--- src/design/spq_pkg.sv ---
// Shared types and constants for the sorted priority queue.
// Used by spq_ctrl, spq_datapath and sorted_priority_queue; no dependencies.
package spq_pkg;

    localparam int unsigned MODE_W  = 2;
    localparam int unsigned DATA_W  = 16;
    localparam int unsigned COUNT_W = 5;

    localparam logic [MODE_W-1:0] MODE_INSERT = 2'd0;
    localparam logic [MODE_W-1:0] MODE_REMOVE = 2'd1;
    localparam logic [MODE_W-1:0] MODE_READ   = 2'd2;

    typedef enum logic [1:0] {
        ST_IDLE = 2'b01,
        ST_EXEC = 2'b10
    } state_t;

    typedef struct packed {
        logic req_load;
        logic exec;
    } cmd_t;

endpackage

--- src/design/spq_ctrl.sv ---
// Controller state machine of the sorted priority queue: request intake,
// execution timing and the result valid flag. Depends on spq_pkg.
module spq_ctrl (
    input  logic          aclk,
    input  logic          aresetn,
    input  logic          s_valid,
    output logic          s_ready,
    output logic          m_valid,
    input  logic          m_ready,
    output spq_pkg::cmd_t cmd
);

    spq_pkg::state_t state_reg;
    spq_pkg::state_t state_next;
    logic            m_valid_reg;
    logic            m_valid_next;
    logic            out_free;

    always_comb begin
        out_free     = !m_valid_reg || m_ready;
        state_next   = state_reg;
        m_valid_next = m_valid_reg && !m_ready;
        cmd.req_load = 1'b0;
        cmd.exec     = 1'b0;
        unique case (state_reg)
            spq_pkg::ST_IDLE: begin
                if (s_valid) begin
                    cmd.req_load = 1'b1;
                    state_next   = spq_pkg::ST_EXEC;
                end
            end
            spq_pkg::ST_EXEC: begin
                if (out_free) begin
                    cmd.exec     = 1'b1;
                    m_valid_next = 1'b1;
                    state_next   = spq_pkg::ST_IDLE;
                end
            end
            default: begin
                state_next = spq_pkg::ST_IDLE;
            end
        endcase
    end

    always_ff @(posedge aclk) begin
        if (!aresetn) begin
            state_reg   <= spq_pkg::ST_IDLE;
            m_valid_reg <= 1'b0;
        end else begin
            state_reg   <= state_next;
            m_valid_reg <= m_valid_next;
        end
    end

    assign s_ready = (state_reg == spq_pkg::ST_IDLE);
    assign m_valid = m_valid_reg;

`ifndef SYNTHESIS
    a_accept_to_exec: assert property (@(posedge aclk) disable iff (!aresetn)
        s_valid && s_ready |=> state_reg == spq_pkg::ST_EXEC)
        else $error("Accepted request did not enter execution.");

    a_exec_gives_result: assert property (@(posedge aclk) disable iff (!aresetn)
        cmd.exec |=> m_valid_reg)
        else $error("Executed request produced no result.");

    a_blocked_exec_waits: assert property (@(posedge aclk) disable iff (!aresetn)
        state_reg == spq_pkg::ST_EXEC && !out_free |=> state_reg == spq_pkg::ST_EXEC)
        else $error("Execution left while the result register was occupied.");

    a_no_exec_while_ready: assert property (@(posedge aclk) disable iff (!aresetn)
        !(s_ready && cmd.exec))
        else $error("Execution overlapped request intake.");
`endif

endmodule

--- src/design/spq_datapath.sv ---
// Datapath of the sorted priority queue: request register, shifting row of
// slots with per-slot compare, entry count, tail register and result register.
// Depends on spq_pkg.
module spq_datapath #(
    parameter int unsigned QUEUE_DEPTH = 16
) (
    input  logic                         aclk,
    input  logic                         aresetn,
    input  spq_pkg::cmd_t                cmd,
    input  logic [spq_pkg::MODE_W-1:0]   s_mode,
    input  logic [spq_pkg::DATA_W-1:0]   s_priority_req,
    input  logic [spq_pkg::DATA_W-1:0]   s_tag,
    output logic                         m_ok,
    output logic [spq_pkg::COUNT_W-1:0]  m_entry_count,
    output logic [spq_pkg::DATA_W-1:0]   m_head_tag,
    output logic [spq_pkg::DATA_W-1:0]   m_head_priority,
    output logic [spq_pkg::DATA_W-1:0]   m_tail_tag
);

    localparam int unsigned CNT_W = $clog2(QUEUE_DEPTH + 1);

    logic [spq_pkg::MODE_W-1:0]  mode_reg;
    logic [spq_pkg::DATA_W-1:0]  pri_reg;
    logic [spq_pkg::DATA_W-1:0]  tag_reg;

    logic [spq_pkg::DATA_W-1:0]  slot_pri_reg  [QUEUE_DEPTH];
    logic [spq_pkg::DATA_W-1:0]  slot_tag_reg  [QUEUE_DEPTH];
    logic [spq_pkg::DATA_W-1:0]  slot_pri_next [QUEUE_DEPTH];
    logic [spq_pkg::DATA_W-1:0]  slot_tag_next [QUEUE_DEPTH];
    logic [spq_pkg::DATA_W-1:0]  up_pri        [QUEUE_DEPTH];
    logic [spq_pkg::DATA_W-1:0]  up_tag        [QUEUE_DEPTH];
    logic [spq_pkg::DATA_W-1:0]  dn_pri        [QUEUE_DEPTH];
    logic [spq_pkg::DATA_W-1:0]  dn_tag        [QUEUE_DEPTH];

    logic [CNT_W-1:0]            count_reg;
    logic [CNT_W-1:0]            count_next;
    logic [spq_pkg::DATA_W-1:0]  tail_reg;
    logic [spq_pkg::DATA_W-1:0]  tail_next;

    logic                        ok_reg;
    logic [spq_pkg::COUNT_W-1:0] entry_count_reg;
    logic [spq_pkg::DATA_W-1:0]  head_tag_reg;
    logic [spq_pkg::DATA_W-1:0]  head_pri_reg;
    logic [spq_pkg::DATA_W-1:0]  tail_tag_reg;
    logic                        ok_next;

    logic [QUEUE_DEPTH-1:0]      below;
    logic [QUEUE_DEPTH-1:0]      goes_before;
    logic [QUEUE_DEPTH-1:0]      at_end;
    logic [QUEUE_DEPTH-1:0]      shift_zone;
    logic [QUEUE_DEPTH-1:0]      prev_zone;
    logic                        is_full;
    logic                        is_empty;
    logic                        do_insert;
    logic                        do_remove;
    logic                        ins_at_end;

    always_ff @(posedge aclk) begin
        if (cmd.req_load) begin
            mode_reg <= s_mode;
            pri_reg  <= s_priority_req;
            tag_reg  <= s_tag;
        end
    end

    always_comb begin
        is_full  = (count_reg == CNT_W'(QUEUE_DEPTH));
        is_empty = (count_reg == '0);
        for (int i = 0; i < QUEUE_DEPTH; i++) begin
            below[i]  = (CNT_W'(i) < count_reg);
            at_end[i] = (CNT_W'(i) == count_reg);
            if (i == 0) begin
                goes_before[i] = (slot_pri_reg[i] > pri_reg);
            end else begin
                goes_before[i] = (slot_pri_reg[i] >= pri_reg);
            end
            shift_zone[i] = (below[i] && goes_before[i]) || at_end[i];
        end
        prev_zone  = shift_zone << 1;
        ins_at_end = ~|(below & goes_before);

        for (int i = 0; i < QUEUE_DEPTH; i++) begin
            up_pri[i] = slot_pri_reg[i];
            up_tag[i] = slot_tag_reg[i];
            dn_pri[i] = slot_pri_reg[i];
            dn_tag[i] = slot_tag_reg[i];
        end
        for (int i = 0; i < QUEUE_DEPTH - 1; i++) begin
            up_pri[i] = slot_pri_reg[i + 1];
            up_tag[i] = slot_tag_reg[i + 1];
        end
        for (int i = 1; i < QUEUE_DEPTH; i++) begin
            dn_pri[i] = slot_pri_reg[i - 1];
            dn_tag[i] = slot_tag_reg[i - 1];
        end

        do_insert = cmd.exec && (mode_reg == spq_pkg::MODE_INSERT) && !is_full;
        do_remove = cmd.exec && (mode_reg == spq_pkg::MODE_REMOVE) && !is_empty;

        for (int i = 0; i < QUEUE_DEPTH; i++) begin
            slot_pri_next[i] = slot_pri_reg[i];
            slot_tag_next[i] = slot_tag_reg[i];
            if (do_insert) begin
                if (prev_zone[i]) begin
                    slot_pri_next[i] = dn_pri[i];
                    slot_tag_next[i] = dn_tag[i];
                end else if (shift_zone[i]) begin
                    slot_pri_next[i] = pri_reg;
                    slot_tag_next[i] = tag_reg;
                end
            end else if (do_remove) begin
                slot_pri_next[i] = up_pri[i];
                slot_tag_next[i] = up_tag[i];
            end
        end

        count_next = count_reg;
        tail_next  = tail_reg;
        if (do_insert) begin
            count_next = count_reg + CNT_W'(1);
            if (ins_at_end) begin
                tail_next = tag_reg;
            end
        end else if (do_remove) begin
            count_next = count_reg - CNT_W'(1);
        end

        unique case (mode_reg)
            spq_pkg::MODE_INSERT: ok_next = !is_full;
            spq_pkg::MODE_REMOVE: ok_next = !is_empty;
            default:              ok_next = 1'b1;
        endcase
    end

    always_ff @(posedge aclk) begin
        for (int i = 0; i < QUEUE_DEPTH; i++) begin
            slot_pri_reg[i] <= slot_pri_next[i];
            slot_tag_reg[i] <= slot_tag_next[i];
        end
        tail_reg <= tail_next;
    end

    always_ff @(posedge aclk) begin
        if (!aresetn) begin
            count_reg <= '0;
        end else begin
            count_reg <= count_next;
        end
    end

    always_ff @(posedge aclk) begin
        if (cmd.exec) begin
            ok_reg          <= ok_next;
            entry_count_reg <= spq_pkg::COUNT_W'(count_next);
            if (count_next == '0) begin
                head_tag_reg <= '0;
                head_pri_reg <= '0;
                tail_tag_reg <= '0;
            end else begin
                head_tag_reg <= slot_tag_next[0];
                head_pri_reg <= slot_pri_next[0];
                tail_tag_reg <= tail_next;
            end
        end
    end

    assign m_ok            = ok_reg;
    assign m_entry_count   = entry_count_reg;
    assign m_head_tag      = head_tag_reg;
    assign m_head_priority = head_pri_reg;
    assign m_tail_tag      = tail_tag_reg;

`ifndef SYNTHESIS
    a_count_bounded: assert property (@(posedge aclk) disable iff (!aresetn)
        count_reg <= CNT_W'(QUEUE_DEPTH))
        else $error("Entry count exceeds the queue depth.");

    a_front_sorted: assert property (@(posedge aclk) disable iff (!aresetn)
        count_reg >= CNT_W'(2) |-> slot_pri_reg[0] <= slot_pri_reg[1])
        else $error("Head and second entry are out of order.");
`endif

endmodule

--- src/design/sorted_priority_queue.sv ---
// Top level of the sorted priority queue: controller plus shifting-slot datapath.
// Depends on spq_pkg, spq_ctrl and spq_datapath.
//
//  Channel  Ports                                         Direction  Moves
//  request  s_valid s_ready s_mode s_priority_req s_tag   in         one operation
//  result   m_valid m_ready m_ok m_entry_count m_head_tag out        one status report
//           m_head_priority m_tail_tag
//
// Each request is first captured in the request register; then, in execution,
// the row of slots compares and shifts in parallel and loads the result register.
// A new request is accepted only after the previous one has executed.
// If a result is still waiting, the next request is captured and then holds in
// execution until the result register is free.
// Reset (aresetn, synchronous, active low) empties the queue.
module sorted_priority_queue #(
    parameter int unsigned QUEUE_DEPTH = 16
) (
    input  logic                         aclk,
    input  logic                         aresetn,
    input  logic                         s_valid,
    output logic                         s_ready,
    input  logic [spq_pkg::MODE_W-1:0]   s_mode,
    input  logic [spq_pkg::DATA_W-1:0]   s_priority_req,
    input  logic [spq_pkg::DATA_W-1:0]   s_tag,
    output logic                         m_valid,
    input  logic                         m_ready,
    output logic                         m_ok,
    output logic [spq_pkg::COUNT_W-1:0]  m_entry_count,
    output logic [spq_pkg::DATA_W-1:0]   m_head_tag,
    output logic [spq_pkg::DATA_W-1:0]   m_head_priority,
    output logic [spq_pkg::DATA_W-1:0]   m_tail_tag
);

    spq_pkg::cmd_t cmd;

    spq_ctrl u_ctrl (
        .aclk    (aclk),
        .aresetn (aresetn),
        .s_valid (s_valid),
        .s_ready (s_ready),
        .m_valid (m_valid),
        .m_ready (m_ready),
        .cmd     (cmd)
    );

    spq_datapath #(
        .QUEUE_DEPTH (QUEUE_DEPTH)
    ) u_datapath (
        .aclk            (aclk),
        .aresetn         (aresetn),
        .cmd             (cmd),
        .s_mode          (s_mode),
        .s_priority_req  (s_priority_req),
        .s_tag           (s_tag),
        .m_ok            (m_ok),
        .m_entry_count   (m_entry_count),
        .m_head_tag      (m_head_tag),
        .m_head_priority (m_head_priority),
        .m_tail_tag      (m_tail_tag)
    );

endmodule

--- config.mk ---
export PLATFORM = sky130hd
export DESIGN_NAME = sorted_priority_queue
export DESIGN_NICKNAME = d
export VERILOG_FILES = /design/src/design/spq_pkg.sv /design/src/design/spq_ctrl.sv /design/src/design/spq_datapath.sv /design/src/design/sorted_priority_queue.sv
export SDC_FILE = /design/constraint.sdc
export NUM_CORES = 2
export LEC_CHECK = 0
export BUFFER_PORTS_ARGS = -buffer_cell sky130_fd_sc_hd__buf_2
export CAP_MARGIN = 5
export CORE_ASPECT_RATIO = 0.9
export CORE_MARGIN = 2
export CORE_UTILIZATION = 30
export DETAILED_ROUTE_END_ITERATION = 10
export GPL_TIMING_DRIVEN = 0
export SETUP_SLACK_MARGIN = 0.4
export SLEW_MARGIN = 20
export SYNTH_ARGS = -nofsm -noshare
export SYNTH_HDL_FRONTEND = slang
export SYNTH_SLANG_ARGS = --single-unit
--- constraint.sdc ---
create_clock -name aclk -period 6.45 [get_ports aclk]
set_clock_uncertainty 0.2 [all_clocks]
set_input_delay 1.29 -clock aclk [delete_from_list [all_inputs] [get_ports aclk]]
set_output_delay 1.29 -clock aclk [all_outputs]
set_load 0.05 [all_outputs]
==> results.json <==
{
  "outcome": "completed",
  "clock.fmax_mhz": 176,
  "cp.required_ps": 6740,
  "die-area_um2": 120000,
  "path_max_fanout": 17,
  "clkTransAtPathRegs_ps": 60,
  "synthTopCellsByArea": "edfxtp_1 49%, mux2i_1 11%, ha_1 9.3%",
  "crit_path_end_kind": "flop",
  "antenna_cells": 0,
  "coreArea_um2": 115000,
  "worst_pin_slew_ps": 1060,
  "die_w_um": 364,
  "rsz0062_at_grt": "false",
  "drcViolationCount": 0,
  "num_rows": 118,
  "grt-ovfl-total": 0,
  "fin_setup_tns_ps": 0,
  "synth_top_cell_by_area": "edfxtp_1",
  "ys_warn_count": 0,
  "synth.distinct_cells": 63,
  "drv_slew": 0,
  "final_nets": 3787,
  "period_needed_ps": 5670,
  "antenna_found_initial": 1,
  "cts_tree": "built",
  "ioPinCount": 94,
  "postPlaceCellArea_um2": 38200,
  "cap_violations": 0,
  "synth_ff_type": "edfxtp_1",
  "power.total_mw": 9.59,
  "grt_max_degree": 55,
  "wire_per_inst_um": 22.0,
  "cts_made_buffers": 74,
  "finalSetupViolCount": 0,
  "grt_pass1_wl_mm": 166,
  "num_vias": 26800,
  "start_util_pct": 30.4,
  "postCtsSetupBuffers": 0,
  "post_drt_via_cell_ratio": 5.25,
  "yosys_register_bits": 624,
  "ctsRootBufferMaster": "clkbuf_16",
  "synthMostInstantiatedCell": "edfxtp_1",
  "synthCells": 3299,
  "multi_input_area_um2": 15900,
  "fillers": 11600,
  "hold_class": "reg2reg",
  "clock-sinks": 624,
  "place_hpwl_mm": 88.1,
  "synth_nets": 3598,
  "seq_area_frac_synth_pct": 51.8,
  "power.density_nw_per_um2": 236,
  "drt_iter0_markers": 2993,
  "wl_mm": 113,
  "htreeDepth": 3,
  "grtUsageTotal_pct": 18.4,
  "worstPathArrival_ps": 5960,
  "grt_pass1_vias": 26400,
  "synth_top_area_share_pct": 48.6,
  "syn_area_per_cell_um2": 10.6,
  "dr.pass1.iters": 6,
  "drive_gt1_share_pct": 9.02,
  "numPortBuffers": 93,
  "vdd_ir_drop_max_uv": 179,
  "synth-edff-count": 568,
  "fin_crit_sh_pct": 87.8,
  "synth_area_um2": 35100,
  "relSlewSlack_pct": 29.1,
  "die_h_um": 328,
  "hold_viol_final": 0,
  "synth_commonest_cells": "568 x edfxtp_1, 540 x nand2_1, 487 x o21ai_0, 400 x mux2i_1, 261 x ha_1",
  "crit_type": "reg2reg",
  "clock_latency_ps": 650,
  "design_area_um2": 40600,
  "start_kind": "flop",
  "p_leak_nw": 17.4,
  "cts_buffer_depth": 3,
  "gp_congestion": 0.984,
  "synthToLayoutAreaGrowth_pct": 15.9,
  "synth-async-reset-ratio_pct": 0,
  "seq_area_um2": 18200,
  "ant_nets": 0
}
[power by group]
group / switching (mW) / internal [mW] / total [mW]
clock: 1.79 / 2.48 / 4.27
sequential: 0.0757 / 4.48 / 4.56
combinational: 0.498 / 0.262 / 0.761
[per-layer routing]
metal  routed length, um  global-route usage (%)  up-vias
met5                  12                       0        -
met4                3140                    6.13        2
met1               50300                    25.6    13000
met2               50900                    29.3     1096
met3                8260                    2.87      179
li1                    -                       -    12600
[metrics by stage]
step | std cells | setup WS, ps | hold slack, ps | utilization [%]
final | 5107 | 784 | 281 | 35.2
after global routing | 5107 | 670 | 299 | 35.2
after CTS | 5107 | 589 | 281 | 35.2
after detailed placement | 4972 | 563 | 272 | 33.1
after global placement | 4952 | -1270 | 262 | 32.5
after floorplan | 3299 | 1420 | 252 | -
[placed cells by master, fill, tap and decap left out, types with 56 or more instances in the layout]
cell         n
mux2i_1    400
clkbuf_1   219
a21oi_1    208
ha_1       261
clkbuf_16   75
o21ai_0    487
dfxtp_1     56
nand2_1    540
edfxtp_1   568
nor2_1     152
buf_2      126
[kinds of logic (layout without fill, tap and decap cells)]
group | count (synthesis) | in the layout | synth area share, %
flops | 624 | 624 | 51.8
buf+inv | 296 | 544 | 3.34
xor+xnor | 5 | 5 | 0.146
compound gates | 829 | 829 | 12.8
simple gates | 853 | 853 | 10.2
mux | 431 | 431 | 12.4
fa+ha+maj | 261 | 261 | 9.31
[path summary, 6_finish.rpt]
path | startpoint | endpoint | slack (ps) | cells past startpoint
worst max register to register | u_datapath.pri_reg[2]$_DFFE_PP_ | u_datapath.m_tail_tag[8]$_SDFFCE_PN0P_ | 780 | 13
worst max-delay path | u_datapath.pri_reg[2]$_DFFE_PP_ | u_datapath.m_tail_tag[8]$_SDFFCE_PN0P_ | 780 | 13
worst min register to register | u_datapath.tail_reg[7]$_DFF_P_ | u_datapath.tail_reg[7]$_DFF_P_ | 280 | 2
worst min-delay path | u_datapath.tail_reg[7]$_DFF_P_ | u_datapath.tail_reg[7]$_DFF_P_ | 280 | 2
[area by class of cell]
class	instances	area share, %
sequential	624	44.7
timing repair buffer	113	2.39
tap	1560	4.80
multi-input combinational	2379	39.2
inverter	46	0.431
clock inverter	37	0.957
buffer	250	2.46
clock buffer	98	5.03
[timing repair]
action                     in CTS  in global routing
hold buffers                    0                  0
setup endpoints to repair       0                  2
gates resized for setup         0                  1
hold endpoints to repair        0                  0
[worst max-delay path, cell delays in order, from the launching register on]
cell	delay, ps
edfxtp_1	420
clkbuf_1	510
inv_1	610
ha_1	500
a211oi_1	190
o21ai_0	120
a41oi_1	330
o21ai_0	370
a221oi_1	840
and4_1	340
clkbuf_1	330
clkbuf_1	350
nand3_1	170
a21oi_1	220
Power figures use the tool's default switching activity.
